`config.mk`:
```
export PLATFORM = sky130hd
export DESIGN_NAME = irc_line_tokenizer_flat
export DESIGN_NICKNAME = d
export VERILOG_FILES = /design/src/sv/irc_tok_pkg.sv /design/src/sv/irc_tok_byte_if.sv /design/src/sv/irc_tok_token_if.sv /design/src/sv/irc_tok_core.sv /design/src/sv/irc_tok_queue.sv /design/src/sv/irc_line_tokenizer.sv /design/src/flat_wrapper.sv
export SDC_FILE = /design/constraint.sdc
export NUM_CORES = 1
export LEC_CHECK = 0
export ABC_AREA = 1
export BUFFER_PORTS_ARGS = -buffer_cell sky130_fd_sc_hd__buf_2
export CELL_PAD_IN_SITES_DETAIL_PLACEMENT = 1
export CELL_PAD_IN_SITES_GLOBAL_PLACEMENT = 2
export CORE_MARGIN = 4
export CORE_UTILIZATION = 30
export DETAILED_ROUTE_END_ITERATION = 16
export PLACE_DENSITY = 0.63
export RECOVER_POWER = 100
export SLEW_MARGIN = 25
export SYNTH_ARGS = -nofsm -noshare
export SYNTH_HDL_FRONTEND = slang
export SYNTH_HIERARCHICAL = 1
export SYNTH_SLANG_ARGS = --single-unit
```
`constraint.sdc`:
```
create_clock -name i_clk -period 5.83 [get_ports i_clk]
set_input_delay 0.583 -clock i_clk [delete_from_list [all_inputs] [get_ports i_clk]]
set_output_delay 0.583 -clock i_clk [all_outputs]
set_load 0.1 [all_outputs]
```
`src/sv/irc_tok_pkg.sv`:
```
// Shared types and constants for the line tokenizer.
// Token kind codes, run state codes, byte codes and the token structs.
`default_nettype none

package irc_tok_pkg;

    // Width of the token length field on the result channel
    localparam int TOKEN_LEN_W = 10;

    // Token kinds
    localparam logic [2:0] K_COLON  = 3'd0;
    localparam logic [2:0] K_SPACES = 3'd1;
    localparam logic [2:0] K_EXCL   = 3'd2;
    localparam logic [2:0] K_AT     = 3'd3;
    localparam logic [2:0] K_CRLF   = 3'd4;
    localparam logic [2:0] K_STRING = 3'd5;
    localparam logic [2:0] K_ERROR  = 3'd6;

    // Pending run state
    localparam logic [1:0] P_NONE   = 2'd0;
    localparam logic [1:0] P_SPACES = 2'd1;
    localparam logic [1:0] P_STRING = 2'd2;
    localparam logic [1:0] P_CR     = 2'd3;

    // Byte codes
    localparam logic [7:0] CH_SPACE = 8'h20;
    localparam logic [7:0] CH_CR    = 8'h0D;
    localparam logic [7:0] CH_LF    = 8'h0A;
    localparam logic [7:0] CH_COLON = 8'h3A;
    localparam logic [7:0] CH_EXCL  = 8'h21;
    localparam logic [7:0] CH_AT    = 8'h40;

    typedef struct packed {
        logic [2:0]             kind;
        logic [TOKEN_LEN_W-1:0] length;
        logic                   run_last;
        logic                   message_end;
    } t_token;

    // Up to two tokens caused by one byte, in order
    typedef struct packed {
        logic [1:0] count;
        t_token     tok0;
        t_token     tok1;
    } t_tok_pair;

endpackage

`default_nettype wire

```
`src/sv/irc_tok_byte_if.sv`:
```
// Byte request channel: valid/ready handshake with the message byte and last flag.
// No dependencies.
`default_nettype none

interface irc_tok_byte_if;
    logic       valid;
    logic       ready;
    logic [7:0] in_byte;
    logic       in_last;

    modport source (output valid, output in_byte, output in_last, input ready);
    modport sink   (input valid, input in_byte, input in_last, output ready);
endinterface

`default_nettype wire

```
`src/sv/irc_tok_token_if.sv`:
```
// Token request channel: valid/ready handshake with kind, length and end flags.
// No dependencies.
`default_nettype none

interface irc_tok_token_if;
    logic       valid;
    logic       ready;
    logic [2:0] token_kind;
    logic [9:0] token_length;
    logic       run_last;
    logic       message_end;

    modport source (output valid, output token_kind, output token_length,
                    output run_last, output message_end, input ready);
    modport sink   (input valid, input token_kind, input token_length,
                    input run_last, input message_end, output ready);
endinterface

`default_nettype wire

```
`src/sv/irc_tok_core.sv`:
```
// Tokenizer state and per-byte decode: pending run, failure flag, token pair.
// Depends on irc_tok_pkg.
`default_nettype none

module irc_tok_core
    import irc_tok_pkg::*;
#(
    parameter int MAX_TOKEN_LENGTH = 512
) (
    input  wire logic       i_clk,
    input  wire logic       i_rst_n,
    input  wire logic       i_consume,
    input  wire logic [7:0] i_byte,
    input  wire logic       i_last,
    output t_tok_pair       o_pair
);

    localparam int LEN_BITS = $clog2(MAX_TOKEN_LENGTH + 1);
    localparam int LW = (LEN_BITS > TOKEN_LEN_W) ? LEN_BITS : TOKEN_LEN_W;
    localparam logic [LW-1:0] MAX_LEN = LW'(MAX_TOKEN_LENGTH);

    logic [1:0]    r_pk;
    logic [LW-1:0] r_len;
    logic          r_fail;
    logic [1:0]    n_pk;
    logic [LW-1:0] n_len;
    logic          n_fail;

    t_token        flush_tok;
    logic          flush_v;
    logic [LW-1:0] grow_len;
    t_token        f_tok;
    t_token        m_tok;
    t_token        e_tok;
    logic          fv;
    logic          mv;
    logic          ev;

    // Decode one byte against the pending run
    always_comb begin
        flush_tok             = '0;
        flush_tok.kind        = (r_pk == P_SPACES) ? K_SPACES : K_STRING;
        flush_tok.length      = r_len[TOKEN_LEN_W-1:0];
        flush_v               = (r_pk == P_SPACES) || (r_pk == P_STRING);
        grow_len              = (r_len < MAX_LEN) ? r_len + 1'b1 : r_len;

        f_tok  = flush_tok;
        m_tok  = '0;
        e_tok  = '0;
        fv     = 1'b0;
        mv     = 1'b0;
        ev     = 1'b0;
        n_pk   = r_pk;
        n_len  = r_len;
        n_fail = r_fail;

        if (!r_fail) begin
            if (r_pk == P_CR) begin
                // CR then LF closes the line, anything else fails
                n_pk  = P_NONE;
                n_len = '0;
                mv    = 1'b1;
                if (i_byte == CH_LF) begin
                    m_tok.kind   = K_CRLF;
                    m_tok.length = TOKEN_LEN_W'(2);
                end else begin
                    m_tok.kind = K_ERROR;
                    n_fail     = 1'b1;
                end
            end else if (i_byte == CH_SPACE) begin
                if (r_pk == P_SPACES) begin
                    n_len = grow_len;
                end else begin
                    fv    = flush_v;
                    n_pk  = P_SPACES;
                    n_len = LW'(1);
                end
            end else if (i_byte == CH_CR) begin
                fv    = flush_v;
                n_pk  = P_CR;
                n_len = LW'(1);
            end else if (i_byte == CH_LF) begin
                // lone LF
                fv         = flush_v;
                mv         = 1'b1;
                m_tok.kind = K_ERROR;
                n_pk       = P_NONE;
                n_len      = '0;
                n_fail     = 1'b1;
            end else if (r_pk == P_STRING) begin
                n_len = grow_len;
            end else if (i_byte inside {CH_COLON, CH_EXCL, CH_AT}) begin
                fv           = flush_v;
                mv           = 1'b1;
                m_tok.length = TOKEN_LEN_W'(1);
                case (i_byte)
                    CH_COLON: m_tok.kind = K_COLON;
                    CH_EXCL:  m_tok.kind = K_EXCL;
                    default:  m_tok.kind = K_AT;
                endcase
                n_pk  = P_NONE;
                n_len = '0;
            end else begin
                fv    = flush_v;
                n_pk  = P_STRING;
                n_len = LW'(1);
            end
        end

        // Close the message: flush the run or fail on a trailing CR
        if (i_last) begin
            if (!n_fail) begin
                if (n_pk == P_CR) begin
                    ev         = 1'b1;
                    e_tok.kind = K_ERROR;
                end else begin
                    ev           = (n_pk == P_SPACES) || (n_pk == P_STRING);
                    e_tok.kind   = (n_pk == P_SPACES) ? K_SPACES : K_STRING;
                    e_tok.length = n_len[TOKEN_LEN_W-1:0];
                end
            end
            n_pk   = P_NONE;
            n_len  = '0;
            n_fail = 1'b0;
        end
    end

    // Pack the tokens in order and mark the last one
    always_comb begin
        o_pair       = '0;
        o_pair.count = {1'b0, fv} + {1'b0, mv} + {1'b0, ev};
        if (fv) begin
            o_pair.tok0 = f_tok;
            o_pair.tok1 = mv ? m_tok : e_tok;
        end else if (mv) begin
            o_pair.tok0 = m_tok;
            o_pair.tok1 = e_tok;
        end else begin
            o_pair.tok0 = e_tok;
        end
        if (o_pair.count == 2'd2) begin
            o_pair.tok1.run_last    = 1'b1;
            o_pair.tok1.message_end = i_last;
        end else begin
            o_pair.tok0.run_last    = 1'b1;
            o_pair.tok0.message_end = i_last;
        end
    end

    // Advance the run state on each consumed byte
    always_ff @(posedge i_clk) begin
        if (!i_rst_n) begin
            r_pk   <= P_NONE;
            r_len  <= '0;
            r_fail <= 1'b0;
        end else if (i_consume) begin
            r_pk   <= n_pk;
            r_len  <= n_len;
            r_fail <= n_fail;
        end
    end

endmodule

`default_nettype wire

```
`src/sv/irc_tok_queue.sv`:
```
// Four-entry token queue that takes up to two tokens a cycle and issues one.
// Depends on irc_tok_pkg and irc_tok_token_if.
`default_nettype none

module irc_tok_queue
    import irc_tok_pkg::*;
(
    input  wire logic        i_clk,
    input  wire logic        i_rst_n,
    input  wire logic [1:0]  i_push_cnt,
    input  t_token           i_tok0,
    input  t_token           i_tok1,
    output logic             o_room,
    irc_tok_token_if.source  o_tokens
);

    localparam int DEPTH = 4;
    localparam int AW    = $clog2(DEPTH);

    t_token        r_mem [DEPTH];
    logic [AW-1:0] r_wp;
    logic [AW-1:0] r_rp;
    logic [AW:0]   r_count;
    logic          pop;
    t_token        head;

    assign pop    = o_tokens.valid && o_tokens.ready;
    assign o_room = r_count <= (AW+1)'(DEPTH - 2);
    assign head   = r_mem[r_rp];

    // Drive the head entry
    assign o_tokens.valid        = r_count != '0;
    assign o_tokens.token_kind   = head.kind;
    assign o_tokens.token_length = head.length;
    assign o_tokens.run_last     = head.run_last;
    assign o_tokens.message_end  = head.message_end;

    // Store incoming tokens
    always_ff @(posedge i_clk) begin
        if (i_push_cnt != 2'd0) begin
            r_mem[r_wp] <= i_tok0;
        end
        if (i_push_cnt == 2'd2) begin
            r_mem[r_wp + 1'b1] <= i_tok1;
        end
    end

    // Advance pointers and occupancy
    always_ff @(posedge i_clk) begin
        if (!i_rst_n) begin
            r_wp    <= '0;
            r_rp    <= '0;
            r_count <= '0;
        end else begin
            r_wp    <= r_wp + AW'(i_push_cnt);
            r_rp    <= r_rp + AW'(pop);
            r_count <= r_count + (AW+1)'(i_push_cnt) - (AW+1)'(pop);
        end
    end

endmodule

`default_nettype wire

```
`src/sv/irc_line_tokenizer.sv`:
```
// Line tokenizer: one message byte a cycle in while the token queue has room, kind/length tokens out.
// Byte path: input register, core decode, token queue; the queue head drives the output.
// Throughput: one byte per cycle while the queue holds two tokens or fewer; a four-entry
// token queue absorbs bytes that yield two tokens, and input stalls when it holds more.
// Reset: synchronous active-low i_rst_n clears the input stage, run state and queue.
// Depends on irc_tok_pkg, irc_tok_byte_if, irc_tok_token_if, irc_tok_core, irc_tok_queue.
`default_nettype none

module irc_line_tokenizer
    import irc_tok_pkg::*;
#(
    parameter int MAX_TOKEN_LENGTH = 512
) (
    input  wire logic       i_clk,
    input  wire logic       i_rst_n,
    irc_tok_byte_if.sink    i_bytes,
    irc_tok_token_if.source o_tokens
);

    logic       r_in_valid;
    logic [7:0] r_in_byte;
    logic       r_in_last;
    logic       consume;
    logic       room;
    logic [1:0] push_cnt;
    t_tok_pair  pair;

    assign consume       = r_in_valid && room;
    assign i_bytes.ready = !r_in_valid || consume;
    assign push_cnt      = consume ? pair.count : 2'd0;

    // Hold the input byte until the queue has room for its tokens
    always_ff @(posedge i_clk) begin
        if (!i_rst_n) begin
            r_in_valid <= 1'b0;
        end else if (i_bytes.ready) begin
            r_in_valid <= i_bytes.valid;
        end
    end

    always_ff @(posedge i_clk) begin
        if (i_bytes.valid && i_bytes.ready) begin
            r_in_byte <= i_bytes.in_byte;
            r_in_last <= i_bytes.in_last;
        end
    end

    irc_tok_core #(
        .MAX_TOKEN_LENGTH(MAX_TOKEN_LENGTH)
    ) u_core (
        .i_clk     (i_clk),
        .i_rst_n   (i_rst_n),
        .i_consume (consume),
        .i_byte    (r_in_byte),
        .i_last    (r_in_last),
        .o_pair    (pair)
    );

    irc_tok_queue u_queue (
        .i_clk      (i_clk),
        .i_rst_n    (i_rst_n),
        .i_push_cnt (push_cnt),
        .i_tok0     (pair.tok0),
        .i_tok1     (pair.tok1),
        .o_room     (room),
        .o_tokens   (o_tokens)
    );

endmodule

`default_nettype wire
```
`src/flat_wrapper.sv`:
```
// flat-port wrapper written by rule: the top's interface ports become plain ports
module irc_line_tokenizer_flat import irc_tok_pkg::*;
#(
    parameter int MAX_TOKEN_LENGTH = 512
)
  (i_clk, i_rst_n, i_bytes_valid, i_bytes_in_byte, i_bytes_in_last, i_bytes_ready, o_tokens_valid, o_tokens_token_kind, o_tokens_token_length, o_tokens_run_last, o_tokens_message_end, o_tokens_ready);
  irc_tok_byte_if i_bytes_i ();
  irc_tok_token_if o_tokens_i ();
  input  wire logic i_clk;
  input  wire logic i_rst_n;
  input wire logic [$bits(i_bytes_i.valid)-1:0] i_bytes_valid;
  input wire logic [$bits(i_bytes_i.in_byte)-1:0] i_bytes_in_byte;
  input wire logic [$bits(i_bytes_i.in_last)-1:0] i_bytes_in_last;
  output wire logic [$bits(i_bytes_i.ready)-1:0] i_bytes_ready;
  output wire logic [$bits(o_tokens_i.valid)-1:0] o_tokens_valid;
  output wire logic [$bits(o_tokens_i.token_kind)-1:0] o_tokens_token_kind;
  output wire logic [$bits(o_tokens_i.token_length)-1:0] o_tokens_token_length;
  output wire logic [$bits(o_tokens_i.run_last)-1:0] o_tokens_run_last;
  output wire logic [$bits(o_tokens_i.message_end)-1:0] o_tokens_message_end;
  input wire logic [$bits(o_tokens_i.ready)-1:0] o_tokens_ready;
  assign i_bytes_i.valid = i_bytes_valid;
  assign i_bytes_i.in_byte = i_bytes_in_byte;
  assign i_bytes_i.in_last = i_bytes_in_last;
  assign i_bytes_ready = i_bytes_i.ready;
  assign o_tokens_valid = o_tokens_i.valid;
  assign o_tokens_token_kind = o_tokens_i.token_kind;
  assign o_tokens_token_length = o_tokens_i.token_length;
  assign o_tokens_run_last = o_tokens_i.run_last;
  assign o_tokens_message_end = o_tokens_i.message_end;
  assign o_tokens_i.ready = o_tokens_ready;
  irc_line_tokenizer #(.MAX_TOKEN_LENGTH(MAX_TOKEN_LENGTH)) u_core (.i_clk(i_clk), .i_rst_n(i_rst_n), .i_bytes(i_bytes_i), .o_tokens(o_tokens_i));
endmodule
```
== Word level (Yosys, flattened, before mapping) ==
Memories as Yosys holds them, arrays and structs flattened. A register that Yosys moved wholly into a read port is not among the register bits.
Index checks and enable logic that the tools add are counted.
Widths: inputs -> output; s select.
Word-level totals
  bits in registers: 30
  memory bits (writable): 60
  input bits: 13
  output and inout bits: 17
  memories kept: 1
Cells by class
  add/sub/neg operators: 8
  order comparisons: 2
  eq/ne operators: 14
  muxes and demuxes: 71
  reductions and logical operators: 10
Memories
  u_core.u_queue.r_mem: depth 4, width 15, read ports 1, clocked after Yosys merged registers in 1, write ports 2, line irc_tok_queue.sv:20  | t_token r_mem [DEPTH];
Operators with widths (number)
  $mux 10: 11
  $mux 13: 6
  $mux 15: 2
  $mux 2: 15
  $mux 30: 1
  $mux 1: 29
  $eq 8x6->1 const B: 3
  $mux 12: 2
  $eq 8x4->1 const B: 2
  $eq 2x2->1 const B: 6
  $mux 3: 4
  $add 10x1->10 const B: 1
  $lt 10x10->1 const B: 1
  $eq 8x7->1 const B: 1
  $reduce_bool 3->1: 2
  $add 2x1->2: 2
  $eq 2x1->1 const B: 2
  $pmux 2 s2: 1
  $add 3x2->3: 1
  $le 3x2->1 const B: 1
  $logic_and 1x1->1: 3
  $logic_or 1x1->1: 3
  $sub 3x1->3: 1
  $add 1x1->2: 1
  other kinds (4): 4

== Depth between registers and ports, before layout ==
Gate-level depths: netlist of run 1.
  depth in word-level cells: 19
  gate-level depth with buffers: 23
  depth with buffers taken out: 23

== Hierarchy ==
Netlist of run 1, hierarchy kept.
Modules (own cells, without submodules)
  irc_tok_queue: times used 1, cells each 350, area an instance 3445.8 sq um, sequential area each 1941.9 sq um
  irc_tok_core: times used 1, cells each 262, area an instance 1565.3 sq um, sequential area each 260.2 sq um
  irc_line_tokenizer: times used 1, cells each 22, area an instance 344.1 sq um, sequential area each 290.3 sq um

== Worst setup path after synthesis of run 1 ==
Ideal clock, no wire load.
  kind: flip-flop to flip-flop
  from: register u_core.r_in_byte[4]
  to: memory u_core/u_queue/r_mem[0][0] (netlist name), enable pin
  library setup time: 0.411 ns
  arrival: 3.773 ns
  required time: 5.419 ns
  path slack: 1.646 ns
  stages on the path, launching flop included: 17
  buffers on the path: 1
  path through: edfxtp_1 > nor2_2 > nand2_2 > inv_2 > nand2_4 > nor2_2 > nand2_1 > o21ai_2 > and2_1 > buf_6 > o21ai_0 > fa_1 > inv_1 > inv_1 > nor2_1 > nor2_1 > o31ai_1
RTL lines
  from (decl): line irc_line_tokenizer.sv:21  | logic [7:0] r_in_byte;
  from (signal assigned): line irc_line_tokenizer.sv:43  | r_in_byte <= i_bytes.in_byte;
  to (decl): line irc_tok_queue.sv:20

==> results.md, run 1 <==
- Startpoint Class: register
- Worst slack at placement: 1520 ps
- Worst Skew: 8.32 ps
- Largest net degree at the start of global routing: 35
- Register-to-register setup slack: 1300 ps
- Hold Buf Count CTS: 0
- Status: finished, final reports clean
- Post-CTS setup buffer count: 0
- CTS clk-pin slew, worst paths: 60 ps
- Antenna Nets Post-Route: 0
- Initial antenna violation count: 0
- GRT Total Usage: between 10% and 20%
- Register area share after synthesis: 46.5%
- Hold path startpoint: i_bytes_in_byte[0]
- Headroom to the max-slew limit: 19.9%
- Met3 Usage GRT: 2.19%
- Instance count of the mapped netlist: 634
- Reg2reg end: u_core/u_queue/r_mem[1][7]
- CP Data Arrival Time: 4560 ps
- DRT iter0 DRCs: 179
- Routed WL: around 14000 um
- First-pass GRT wire length: ~24000 um
- Sw power: 910 uW
- CTS tree: done
- Hold EP: u_core/r_in_byte[0]
- Cts repair resizes: 0
- Final core occ: 33.0%
- Num CTS Buffers: 9
- Grt total ovfl: 0
- Final TNS setup: 0 ps
- MaxCap Viol Count: 0
- Diode count: 0
- Global Route met1 Usage: between 20 and 25%
- CP Data Required Time: 5860 ps
- RSZ-0062 raised after global routing: no
- WS Path Type: reg2reg
- Count of unique library cells instantiated by Yosys: 44
- Final hold slack: 417 ps
- CTS root buf: clkbuf_16
- Grt met2 use: 22.7%
- Leak: 2.10 nW
- H-tree depth: 3
- Power Dens Cells: ~360 nW/um^2
- Tmin final: between 4000 and 5000 ps
- Internal power: roughly 1.1 mW
- HP Class: in2reg
- Async S/R FF share, synth: 0%
- Area growth from synthesis to layout: 7.24%
- Vias in the first global route: 4341
- Reg2Reg Depth: 16
- Yosys warning total: 6
- EDFF count, synth: 69
- Post-synth top area share: 38.7%
- Tcrit/Tclk final: 77.7%
- Setup Viol. Count Final: 0
- Hold path depth: 1
- I/O pins: 30
- Clock buffer depth: 2
- Vias: between 4000 and 5000
- GRT Max-Usage Layer: met2
- Die width: 142 um
- Drt pass-1 iters: 4
- RePlAce Congestion: 0.786
- Tightest Pin Transition: between 1000 and 1500 ps
- Die footprint: 20100 sq um
- Final slew viol count: 0
- DRC viols: 0
- Worst-path fanout max: 31
- Comb power frac: between 30% and 40%
- Peak supply drop: 0.000159 V
- Chip height: 142 um
- Yosys reg bits: 90
- Vias per cell: 4.77
- Top area cells in the synthesized netlist: edfxtp_1 39%, nand2_1 11%, dfxtp_1 7.9%
- Ys flop type: edfxtp_1
- WL/cell: approximately 16 um
- Clk pwr share: between 20% and 30%
- Final Net Count: 672
- Hpwl dp: 10800 um
- Synth Area per Inst: 8.45 sq um
- Largest area contributor in the synthesized netlist: edfxtp_1
- FF-to-FF Start: u_core/r_in_byte[4]
- Layout cells sized above 1: 8.72%
- Core Footprint: 17400 sq um
- Netlist Area Pre-Place: 5360 sq um
- Input/output buffers: 29
- Syn_nets: 656
- Sw Share: 44.4%
- Total power: 2.05 mW
- Sequential Power Share: 38.1%
- Rows: 48
- Fmax: 221 MHz
- Skew-Pair Late Insertion Delay: 340 ps
- Final worst slack: roughly 1300 ps
- CP Capture Type: register
- Initial Utilization: a little under a third
- CTS Sinks: 90
- Final Hold Fails: 0
## routing by layer
metal,share of wire (%),vias to the layer above
met3,1.9,8
met4,1.0,0
met5,0,-
met2,45,35
met1,52,1994
li1,-,2156
## critical path: stages (launching register included)
cell and delay (ps):
edfxtp_1 430, nor2_1 220, nand2_2 80, inv_1 110
nand2_1 80, o21ai_0 150, o21bai_1 130, nand2_1 500
fa_1 630, inv_1 70, inv_1 30, nor2_1 200
inv_1 110, nor2_1 330, nand3_2 580, o31ai_1 240
buf_4 310
## layout by cell type (no fill, tap or decap), types with 2 or more instances in the layout
cell type | Yosys | final
ha_1 | 7 | 7
buf_4 | 2 | 4
o21ai_1 | 41 | 7
buf_2 | 8 | 12
nand4_4 | 2 | 2
o21ai_2 | 23 | 2
nand2_2 | 3 | 2
a21boi_1 | 6 | 6
dfxtp_1 | 21 | 21
nand3_4 | 2 | 2
nand2_1 | 154 | 155
clkbuf_16 | 0 | 9
nand3_2 | 5 | 5
inv_2 | 7 | 5
nor3_1 | 3 | 3
clkinv_4 | 0 | 2
a211oi_1 | 2 | 2
o31ai_1 | 5 | 5
nand2_4 | 2 | 2
o22ai_1 | 21 | 21
xnor2_1 | 2 | 2
o21ai_0 | 37 | 92
inv_1 | 64 | 66
nand3_1 | 16 | 16
fa_1 | 2 | 2
xor2_1 | 6 | 6
clkbuf_1 | 4 | 17
edfxtp_1 | 69 | 69
nor2_2 | 5 | 4
nand4_1 | 5 | 5
nor2_1 | 64 | 66
a21oi_1 | 20 | 20
## flip-flops by register name (all words and copies together), names as in the netlist
| name | cells |
|---|---|
| u_core/r_in_byte | 8 |
| u_core/r_in_last | 1 |
| u_core/r_in_valid | 1 |
| u_core/u_core/r_fail | 1 |
| u_core/u_core/r_len | 10 |
| u_core/u_core/r_pk | 2 |
| u_core/u_queue/r_count | 3 |
| u_core/u_queue/r_mem | 60 |
| u_core/u_queue/r_rp | 2 |
| u_core/u_queue/r_wp | 2 |
## power groups by stage
stage	registers [mW]	logic, mW	clock network [mW]
after floorplan	0.764	0.654	0
after global placement	0.798	0.747	0
after detailed placement	0.797	0.759	0
after CTS	0.783	0.761	0.565
after global routing	0.789	0.786	0.593
final	0.781	0.728	0.539
## area by class of cell
cell class	instances	area (sq um)
Clock inverter	6	42.5
Clock buffer	9	225
Fill cell	2162	11700
Inverter	71	267
Tap cell	225	282
Multi-Input combinational cell	445	2280
Timing Repair Buffer	33	154
Sequential cell	90	2490
## worst max path at each step
stage,depth (start not counted),endpoint,slack [ps],startpoint
after CTS,16,u_core/u_queue/r_mem[3][13],1490,u_core/r_in_byte[4]
after floorplan,16,u_core/u_queue/r_mem[0][0],1650,u_core/r_in_byte[4]
after detailed placement,16,u_core/u_queue/r_mem[3][6],1520,u_core/r_in_byte[4]
after global routing,16,u_core/u_queue/r_mem[1][13],810,u_core/r_in_byte[4]
after global placement,18,u_core/u_queue/r_mem[1][9],1670,u_core/r_in_byte[4]
final,16,u_core/u_queue/r_mem[1][7],1300,u_core/r_in_byte[4]
## stage by stage
step | instances | cell area, sq um
after global routing | 879 | 5740
after floorplan | 634 | 5360
after detailed placement | 864 | 5620
after CTS | 879 | 5880
after global placement | 864 | 5620
final | 879 | 5740
## kinds of logic (layout without fill, tap and decap cells)
| group | Yosys count | count (layout) | share of synthesized area (%) |
|---|---|---|---|
| DFF | 90 | 90 | 46.5 |
| adders and majority gates | 9 | 9 | 2.38 |
| muxes | 1 | 1 | 0.187 |
| xor gates and xnor gates | 8 | 8 | 1.31 |
| AOI/OAI and AO/OA | 160 | 160 | 18.1 |
| and+or+nand+nor | 267 | 267 | 22.5 |
| buffers and inverters | 99 | 119 | 9.00 |
## cells in the mapped netlist (all sizes together) (3+ instances only)
cell and instances:
xor2 6, nand4 7, nand3 23, a21boi 6
nand2 159, nor2 71, a21oi 22, inv 71
dfxtp 21, ha 7, o31ai 5, edfxtp 69
nor3 3, o21ai 101, clkbuf 6, buf 22
o22ai 21
(Power assumes the default switching activity.)
==> run 2: changes to the inputs <==
--- a/config.mk
+++ b/config.mk
@@ -5,14 +5,14 @@
 export SDC_FILE = /design/constraint.sdc
 export NUM_CORES = 1
 export LEC_CHECK = 0
-export ABC_AREA = 1
+export ABC_AREA = 0
 export BUFFER_PORTS_ARGS = -buffer_cell sky130_fd_sc_hd__buf_2
 export CELL_PAD_IN_SITES_DETAIL_PLACEMENT = 1
 export CELL_PAD_IN_SITES_GLOBAL_PLACEMENT = 2
 export CORE_MARGIN = 4
 export CORE_UTILIZATION = 30
 export DETAILED_ROUTE_END_ITERATION = 16
-export PLACE_DENSITY = 0.63
+export PLACE_DENSITY = 0.59
 export RECOVER_POWER = 100
 export SLEW_MARGIN = 25
 export SYNTH_ARGS = -nofsm -noshare
==> constraint.sdc (replaced) <==
create_clock -name i_clk -period 4.1 [get_ports i_clk]
set_input_delay 0.41 -clock i_clk [delete_from_list [all_inputs] [get_ports i_clk]]
set_output_delay 0.41 -clock i_clk [all_outputs]
set_load 0.1 [all_outputs]
==> results.md, run 2 <==
- Syn_nets: 472 (was 656)
- Final TNS setup: 0 ps (unchanged)
- Tcrit/Tclk final: 96.2% (was 77.7%)
- Register area: 2490 sq um (unchanged)
- Final Hold Fails: 0 (unchanged)
- Sw power: 1.12 mW (was 910 uW)
- Ys flop type: edfxtp_1 (unchanged)
- Yosys reg bits: 90 (unchanged)
- Count leader, synth: edfxtp_1 (was nand2_1)
- WL/cell: 19.4 um (was 16.2 um)
- Setup Viol. Count Final: 0 (unchanged)
- First-pass GRT wire length: 22800 um (was 23800 um)
- RSZ-0062 raised after global routing: no (unchanged)
- Largest Register: u_core/u_queue/r_mem (unchanged)
- Tightest Pin Transition: 1200 ps (was 1210 ps)
- Layout cells sized above 1: 30.5% (was 8.72%)
- Most frequent cells in the layout: 69 x edfxtp_1, 41 x mux2_2, 35 x nor2_1 (was 155 x nand2_1, 92 x o21ai_0, 69 x edfxtp_1)
- EDFF count, synth: 69 (unchanged)
- Worst slack at placement: 11.6 ps (was 1520 ps)
- Vias: 3800 (was 4193)
- Buf+Inv Stages, Crit Path: 2 (was 5)
- CP Data Required Time: 4200 ps (was 5860 ps)
- Hpwl dp: 9960 um (was 10800 um)
- Comb power frac: 32.3% (was 35.5%)
- Clk pwr share: 29.3% (was 26.3%)
- Slowest stage delay, CP: 560 ps (was 630 ps)
- Initial antenna violation count: 0 (unchanged)
- Family with the most delay on the worst path: simple AND/OR/NAND/NOR gates (unchanged)
- Top area cells in the synthesized netlist: edfxtp_1 38%, mux2_2 8.5%, dfxtp_1 7.7% (was edfxtp_1 39%, nand2_1 11%, dfxtp_1 7.9%)
- Drt pass-1 iters: 4 (unchanged)
- Power Dens Cells: 448 nW/um^2 (was 357 nW/um^2)
- Initial Utilization: 30.5% (was 30.7%)
- Instance count of the mapped netlist: 450 (was 634)
- Die width: 143 um (was 142 um)
- Post-synth top area share: 38.0% (was 38.7%)
- Sequential Power Share: 38.4% (was 38.1%)
- Netlist Area Pre-Place: 5450 sq um (was 5360 sq um)
- CTS root buf: clkbuf_16 (unchanged)
- Die footprint: 20400 sq um (was 20100 sq um)
- Final slew viol count: 0 (unchanged)
- I/O pins: 30 (unchanged)
- WS Path Type: reg2reg (unchanged)
- Total power: 2.82 mW (was 2.05 mW)
- Final core occ: 35.2% (was 33.0%)
- Core Footprint: 17900 sq um (was 17400 sq um)
- Worst Skew: 10.3 ps (was 8.32 ps)
- Rows: 49 (was 48)
- CTS tree: done (unchanged)
- Grt total ovfl: 0 (unchanged)
- Startpoint Class: register (unchanged)
- Headroom to the max-slew limit: 20.5% (was 19.9%)
- H-tree depth: 3 (unchanged)
- Antenna Nets Post-Route: 0 (unchanged)
- Worst-path fanout max: 15 (was 31)
- HP Class: in2reg (unchanged)
- Largest net degree at the start of global routing: 32 (was 35)
- Synth Area per Inst: 12.1 sq um (was 8.45 sq um)
- Leak: 2.21 nW (was 2.10 nW)
- Slowest cell on crit path: fa_2 (was fa_1)
- Commonest non-fill, non-tap cell in the layout: edfxtp_1 (was nand2_1)
- Routed WL: 14200 um (was 14300 um)
- Area growth from synthesis to layout: 15.5% (was 7.24%)
- Top cells by count, synth: 69 x edfxtp_1, 41 x mux2_2, 37 x nor2_1 (was 154 x nand2_1, 69 x edfxtp_1, 64 x inv_1, 64 x nor2_1, 41 x o21ai_1)
- Final worst slack: 158 ps (was 1300 ps)
- Count of unique library cells instantiated by Yosys: 75 (was 44)
- DRC viols: 0 (unchanged)
- Sw Share: 39.6% (was 44.4%)
- Tmin final: 3940 ps (was 4530 ps)
- CP Capture Type: register (unchanged)
- DRT iter0 DRCs: 199 (was 179)
- Multi-input logic area: 2720 sq um (was 2280 sq um)
- FILL cells: 1967 (was 2162)
- Clock buffer depth: 2 (unchanged)
- Vias in the first global route: 4026 (was 4341)
- CTS clk-pin slew, worst paths: 70 ps (was 60 ps)
- Largest register FFs: 60 (unchanged)
- Diode count: 0 (unchanged)
- Yosys warning total: 6 (unchanged)
- Vias per cell: 5.20 (was 4.77)
- MaxCap Viol Count: 0 (unchanged)
- CP Cell Sequence: or4_4, or4b_4, a21oi_4, o22ai_2, o21ai_1, nand2b_1, fa_2, inv_1, and3_2, nor4b_2, buf_12, mux2_2 (was nor2_1, nand2_2, inv_1, nand2_1, o21ai_0, o21bai_1, nand2_1, fa_1, inv_1, inv_1, nor2_1, inv_1, nor2_1, nand3_2, o31ai_1, buf_4)
- Skew-Pair Late Insertion Delay: 360 ps (was 340 ps)
- CP Data Arrival Time: 4040 ps (was 4560 ps)
- RePlAce Congestion: 0.812 (was 0.786)
- Peak supply drop: 0.000297 V (was 0.000159 V)
- Status: finished, final reports clean (unchanged)
- Final Net Count: 519 (was 672)
- Register area share after synthesis: 45.7% (was 46.5%)
- Top flop regs: u_core/u_queue/r_mem (60), u_core/u_core/r_len (10), u_core/r_in_byte (8) (unchanged)
- Internal power: 1.71 mW (was 1.14 mW)
- Async S/R FF share, synth: 0% (unchanged)
- Largest area contributor in the synthesized netlist: edfxtp_1 (unchanged)
- Chip height: 143 um (was 142 um)
- GRT Total Usage: 14.5% (was 14.9%)
- Input/output buffers: 29 (unchanged)
- Fmax: 254 MHz (was 221 MHz)
- CTS Sinks: 90 (unchanged)
- Num CTS Buffers: 9 (unchanged)
run 2: logic make-up (layout without fill, tap and decap cells):
| group | Yosys count | in the layout | synth area share, % |
|---|---|---|---|
| AND/OR/NAND/NOR | 142 | 142 | 14.3 |
| flip-flops | 90 | 90 | 45.7 |
| multiplexers | 80 | 80 | 20.8 |
| AO/OA/AOI/OAI | 76 | 76 | 10.2 |
| buffers and inverters | 45 | 97 | 4.84 |
| adder cells (fa/ha/maj) | 9 | 9 | 2.34 |
| XOR/XNOR | 8 | 8 | 1.79 |
run 2: worst register-to-register path, stage by stage, from the launching register on:
cell      delay, ps
edfxtp_1        430
or4_4           550
or4b_4          520
a21oi_4         160
o22ai_2         100
o21ai_1          90
nand2b_1         90
fa_2            560
inv_1            40
and3_2          230
nor4b_2         340
buf_12          220
mux2_2          360
run 2: layout make-up:
| type | count | share of cell area, % |
|---|---|---|
| Tap cell | 229 | 4.55 |
| Clock inverter | 7 | 1.11 |
| Multi-Input combinational cell | 315 | 43.2 |
| Sequential cell | 90 | 39.6 |
| Timing Repair Buffer | 63 | 6.93 |
| Clock buffer | 9 | 3.58 |
| Inverter | 18 | 1.07 |
run 2: final timing paths:
| check | startpoint | endpoint | slack, ps | depth (start not counted) |
|---|---|---|---|---|
| min | i_bytes_in_byte[3] | u_core/r_in_byte[3] | 230 | 1 |
| min reg2reg | u_core/u_queue/r_rp[0] | u_core/u_queue/r_rp[0] | 490 | 2 |
| max | u_core/r_in_byte[0] | u_core/u_queue/r_mem[1][11] | 160 | 12 |
| max reg2reg | u_core/r_in_byte[0] | u_core/u_queue/r_mem[1][11] | 160 | 12 |
run 2: through the flow:
| stage | std cells | instance area, sq um | hold WS [ps] |
|---|---|---|---|
| after floorplan | 450 | 5480 | 492 |
| after global placement | 712 | 6010 | 474 |
| after detailed placement | 712 | 6010 | 484 |
| after CTS | 729 | 6320 | 215 |
| after global routing | 731 | 6300 | 214 |
| final | 731 | 6300 | 232 |
run 2: layer usage:
metal  vias up  global-route usage (%)  wire length (um)
met4         0                    4.90               250
met5         -                       0                 0
met2        54                    24.0              6810
met3        24                    2.91               412
met1      1901                    19.0              6710
li1       1821                       -                 -
run 2: power groups by stage:
stage          clock (mW)  sequential (mW)  combinational, mW
2_1_floorplan           0             1.08              0.804
3_3_place_gp            0             1.10              0.938
3_5_place_dp            0             1.11              0.948
4_1_cts             0.861             1.09              0.951
5_1_grt             0.898             1.09              0.977
6_report            0.827             1.08              0.913
run 2: timing repair:
| action | 4_1_cts | 5_1_grt |
|---|---|---|
| hold buffers | 0 | 0 |
| hold endpoints to repair | 0 | 0 |
| pin swaps | 0 | 3 |
| gates cloned | 0 | 1 |
| buffers inserted | 1 | 2 |
| gates resized for setup | 1 | 14 |
| endpoints found under the setup margin | 4 | 122 |
==> run 3: changes to the inputs <==
--- a/config.mk
+++ b/config.mk
@@ -9,6 +9,7 @@
 export BUFFER_PORTS_ARGS = -buffer_cell sky130_fd_sc_hd__buf_2
 export CELL_PAD_IN_SITES_DETAIL_PLACEMENT = 1
 export CELL_PAD_IN_SITES_GLOBAL_PLACEMENT = 2
+export CORE_ASPECT_RATIO = 1.75
 export CORE_MARGIN = 4
 export CORE_UTILIZATION = 30
 export DETAILED_ROUTE_END_ITERATION = 16
==> results.md, run 3 (synthesized netlist as in run 2, its figures left out) <==
- Tcrit/Tclk final: 98.1% (was 96.2%)
- Commonest non-fill, non-tap cell in the layout: edfxtp_1 (unchanged)
- Final slew viol count: 0 (unchanged)
- Most frequent cells in the layout: 69 x edfxtp_1, 40 x mux2_4, 35 x nor2_1 (was 69 x edfxtp_1, 41 x mux2_2, 35 x nor2_1)
- Sequential Power Share: 37.4% (was 38.4%)
- Grt total ovfl: 0 (unchanged)
- Post-Place Cells: 718 (was 712)
- Core Footprint: 18000 sq um (was 17900 sq um)
- Clk pwr share: 28.7% (was 29.3%)
- MaxCap Viol Count: 0 (unchanged)
- First-pass GRT wire length: 23100 um (was 22800 um)
- Worst setup path start: u_core/r_in_byte[3] (was u_core/r_in_byte[0])
- Final Hold Fails: 0 (unchanged)
- Top flop regs: u_core/u_queue/r_mem (60), u_core/u_core/r_len (10), u_core/r_in_byte (8) (unchanged)
- RePlAce Congestion: 0.804 (was 0.812)
- Hpwl dp: 10600 um (was 9960 um)
- Final worst slack: 77.0 ps (was 158 ps)
- CTS Sinks: 90 (unchanged)
- Die width: 110 um (was 143 um)
- CTS tree: done (unchanged)
- Largest net degree at the start of global routing: 32 (unchanged)
- Sw Share: 38.0% (was 39.6%)
- CP Capture Type: register (unchanged)
- Final TNS setup: 0 ps (unchanged)
- Initial antenna violation count: 0 (unchanged)
- Tmin final: 4020 ps (was 3940 ps)
- CTS root buf: clkbuf_16 (unchanged)
- Worst slack at placement: -52.6 ps (was 11.6 ps)
- Power Dens Cells: 433 nW/um^2 (was 448 nW/um^2)
- Headroom to the max-slew limit: 22.4% (was 20.5%)
- Register-to-register setup slack: 80 ps (was 160 ps)
- Worst-path fanout max: 8 (was 15)
- Fmax: 249 MHz (was 254 MHz)
- Drt pass-1 iters: 6 (was 4)
- Chip height: 186 um (was 143 um)
- H-tree depth: 3 (unchanged)
- Die footprint: 20500 sq um (was 20400 sq um)
- Sw power: 1.10 mW (was 1.12 mW)
- Non-Filler Instances: 748 (was 731)
- Tightest Pin Transition: 1170 ps (was 1200 ps)
- Largest register FFs: 60 (unchanged)
- Status: finished, final reports clean (unchanged)
- Reg2Reg Depth: 14 (was 12)
- Layout cells sized above 1: 38.7% (was 30.5%)
- Setup Viol. Count Final: 0 (unchanged)
- Internal power: 1.79 mW (was 1.71 mW)
- Vias: 3821 (was 3800)
- Antenna Nets Post-Route: 0 (unchanged)
- GRT Total Usage: 15.0% (was 14.5%)
- Worst Skew: 7.61 ps (was 10.3 ps)
- FF-to-FF Start: u_core/r_in_byte[3] (was u_core/r_in_byte[0])
- HP Class: in2reg (unchanged)
- Hold Buf Count CTS: 0 (unchanged)
- Leak: 2.40 nW (was 2.21 nW)
- Comb power frac: 33.8% (was 32.3%)
- I/O pins: 30 (unchanged)
- Vias per cell: 5.11 (was 5.20)
- Clock buffer depth: 2 (unchanged)
- Final core occ: 37.1% (was 35.2%)
- WL/cell: 20.0 um (was 19.4 um)
- Final Net Count: 531 (was 519)
- Largest Register: u_core/u_queue/r_mem (unchanged)
- Skew-Pair Late Insertion Delay: 350 ps (was 360 ps)
- DRC viols: 0 (unchanged)
- Initial Utilization: 30.3% (was 30.5%)
- CP Data Required Time: 4200 ps (about the same)
- Hold path startpoint: i_bytes_in_byte[2] (was i_bytes_in_byte[3])
- WS Path Type: reg2reg (unchanged)
- Routed WL: 14900 um (was 14200 um)
- Num CTS Buffers: 9 (unchanged)
- RSZ-0062 raised after global routing: yes (was no)
- Rows: 65 (was 49)
- Hold EP: u_core/r_in_byte[2] (was u_core/r_in_byte[3])
- Startpoint Class: register (unchanged)
- Area growth from synthesis to layout: 22.5% (was 15.5%)
- Diode count: 0 (unchanged)
- Hold path depth: 1 (unchanged)
- Vias in the first global route: 4045 (was 4026)
- CTS clk-pin slew, worst paths: 70 ps (about the same)
- DRT iter0 DRCs: 100 (was 199)
- Reg2reg end: u_core/u_queue/r_mem[2][3] (was u_core/u_queue/r_mem[1][11])
- Peak supply drop: 0.000247 V (was 0.000297 V)
- CP Data Arrival Time: 4120 ps (was 4040 ps)
- Input/output buffers: 29 (unchanged)
[run 3: through the flow]
stage | hold WS [ps] | cell area [sq um] | power (mW)
after floorplan | 492 | 5480 | 1.88
after global routing | 224 | 6680 | 3.02
after global placement | 515 | 6010 | 2.06
after CTS | 221 | 6450 | 2.93
final | 235 | 6680 | 2.89
after detailed placement | 519 | 6010 | 2.07
[run 3: worst max path at each step]
stage                                              to  slack [ps]  cells after the start
final                      u_core/u_queue/r_mem[2][3]          80                     14
after global routing       u_core/u_queue/r_mem[1][1]         -90                     15
after CTS                  u_core/u_queue/r_mem[1][9]          50                     15
after detailed placement   u_core/u_queue/r_mem[2][3]         -50                     14
after global placement     u_core/u_queue/r_mem[2][4]          30                     14
after floorplan           u_core/u_queue/r_mem[1][10]          50                     14
[run 3: layout make-up]
type | instances | area (sq um)
clock buffers | 11 | 233
clock inverters | 5 | 56.3
fillers | 1929 | 11300
inverters | 18 | 67.6
multi-input cells | 315 | 2910
flip-flops and latches | 90 | 2490
well taps | 234 | 293
repair buffers | 75 | 621
[run 3: worst max-delay path, stage by stage (launching register included)]
cell and delay (ps):
edfxtp_1 440, or4_4 570, or3_4 410, buf_6 140, a31oi_4 170, o22ai_2 120
o21ai_1 90, nand2b_1 90, fa_2 550, inv_2 40, and3_4 160, buf_6 130
and4bb_4 370, buf_12 150, mux2_2 340
[run 3: power by group through the flow]
stage / Sequential, mW / Clock, mW / Combinational [mW]
3_5_place_dp: 1.10 / 0 / 0.963
5_1_grt: 1.09 / 0.885 / 1.04
2_1_floorplan: 1.08 / 0 / 0.804
3_3_place_gp: 1.10 / 0 / 0.953
4_1_cts: 1.08 / 0.858 / 0.985
6_report: 1.08 / 0.831 / 0.979
[run 3: what timing repair did]
item,CTS,global route
setup endpoints to repair,71,61
pin swaps,2,10
setup buffers,6,5
resized for setup,12,39
cloned,1,2
[run 3: metal layers]
metal | GRT usage, % | part of all wire (%)
met5 | 0 | 0
met4 | 5.57 | 2.5
met3 | 2.11 | 2.3
met2 | 28.3 | 57
met1 | 16.4 | 38
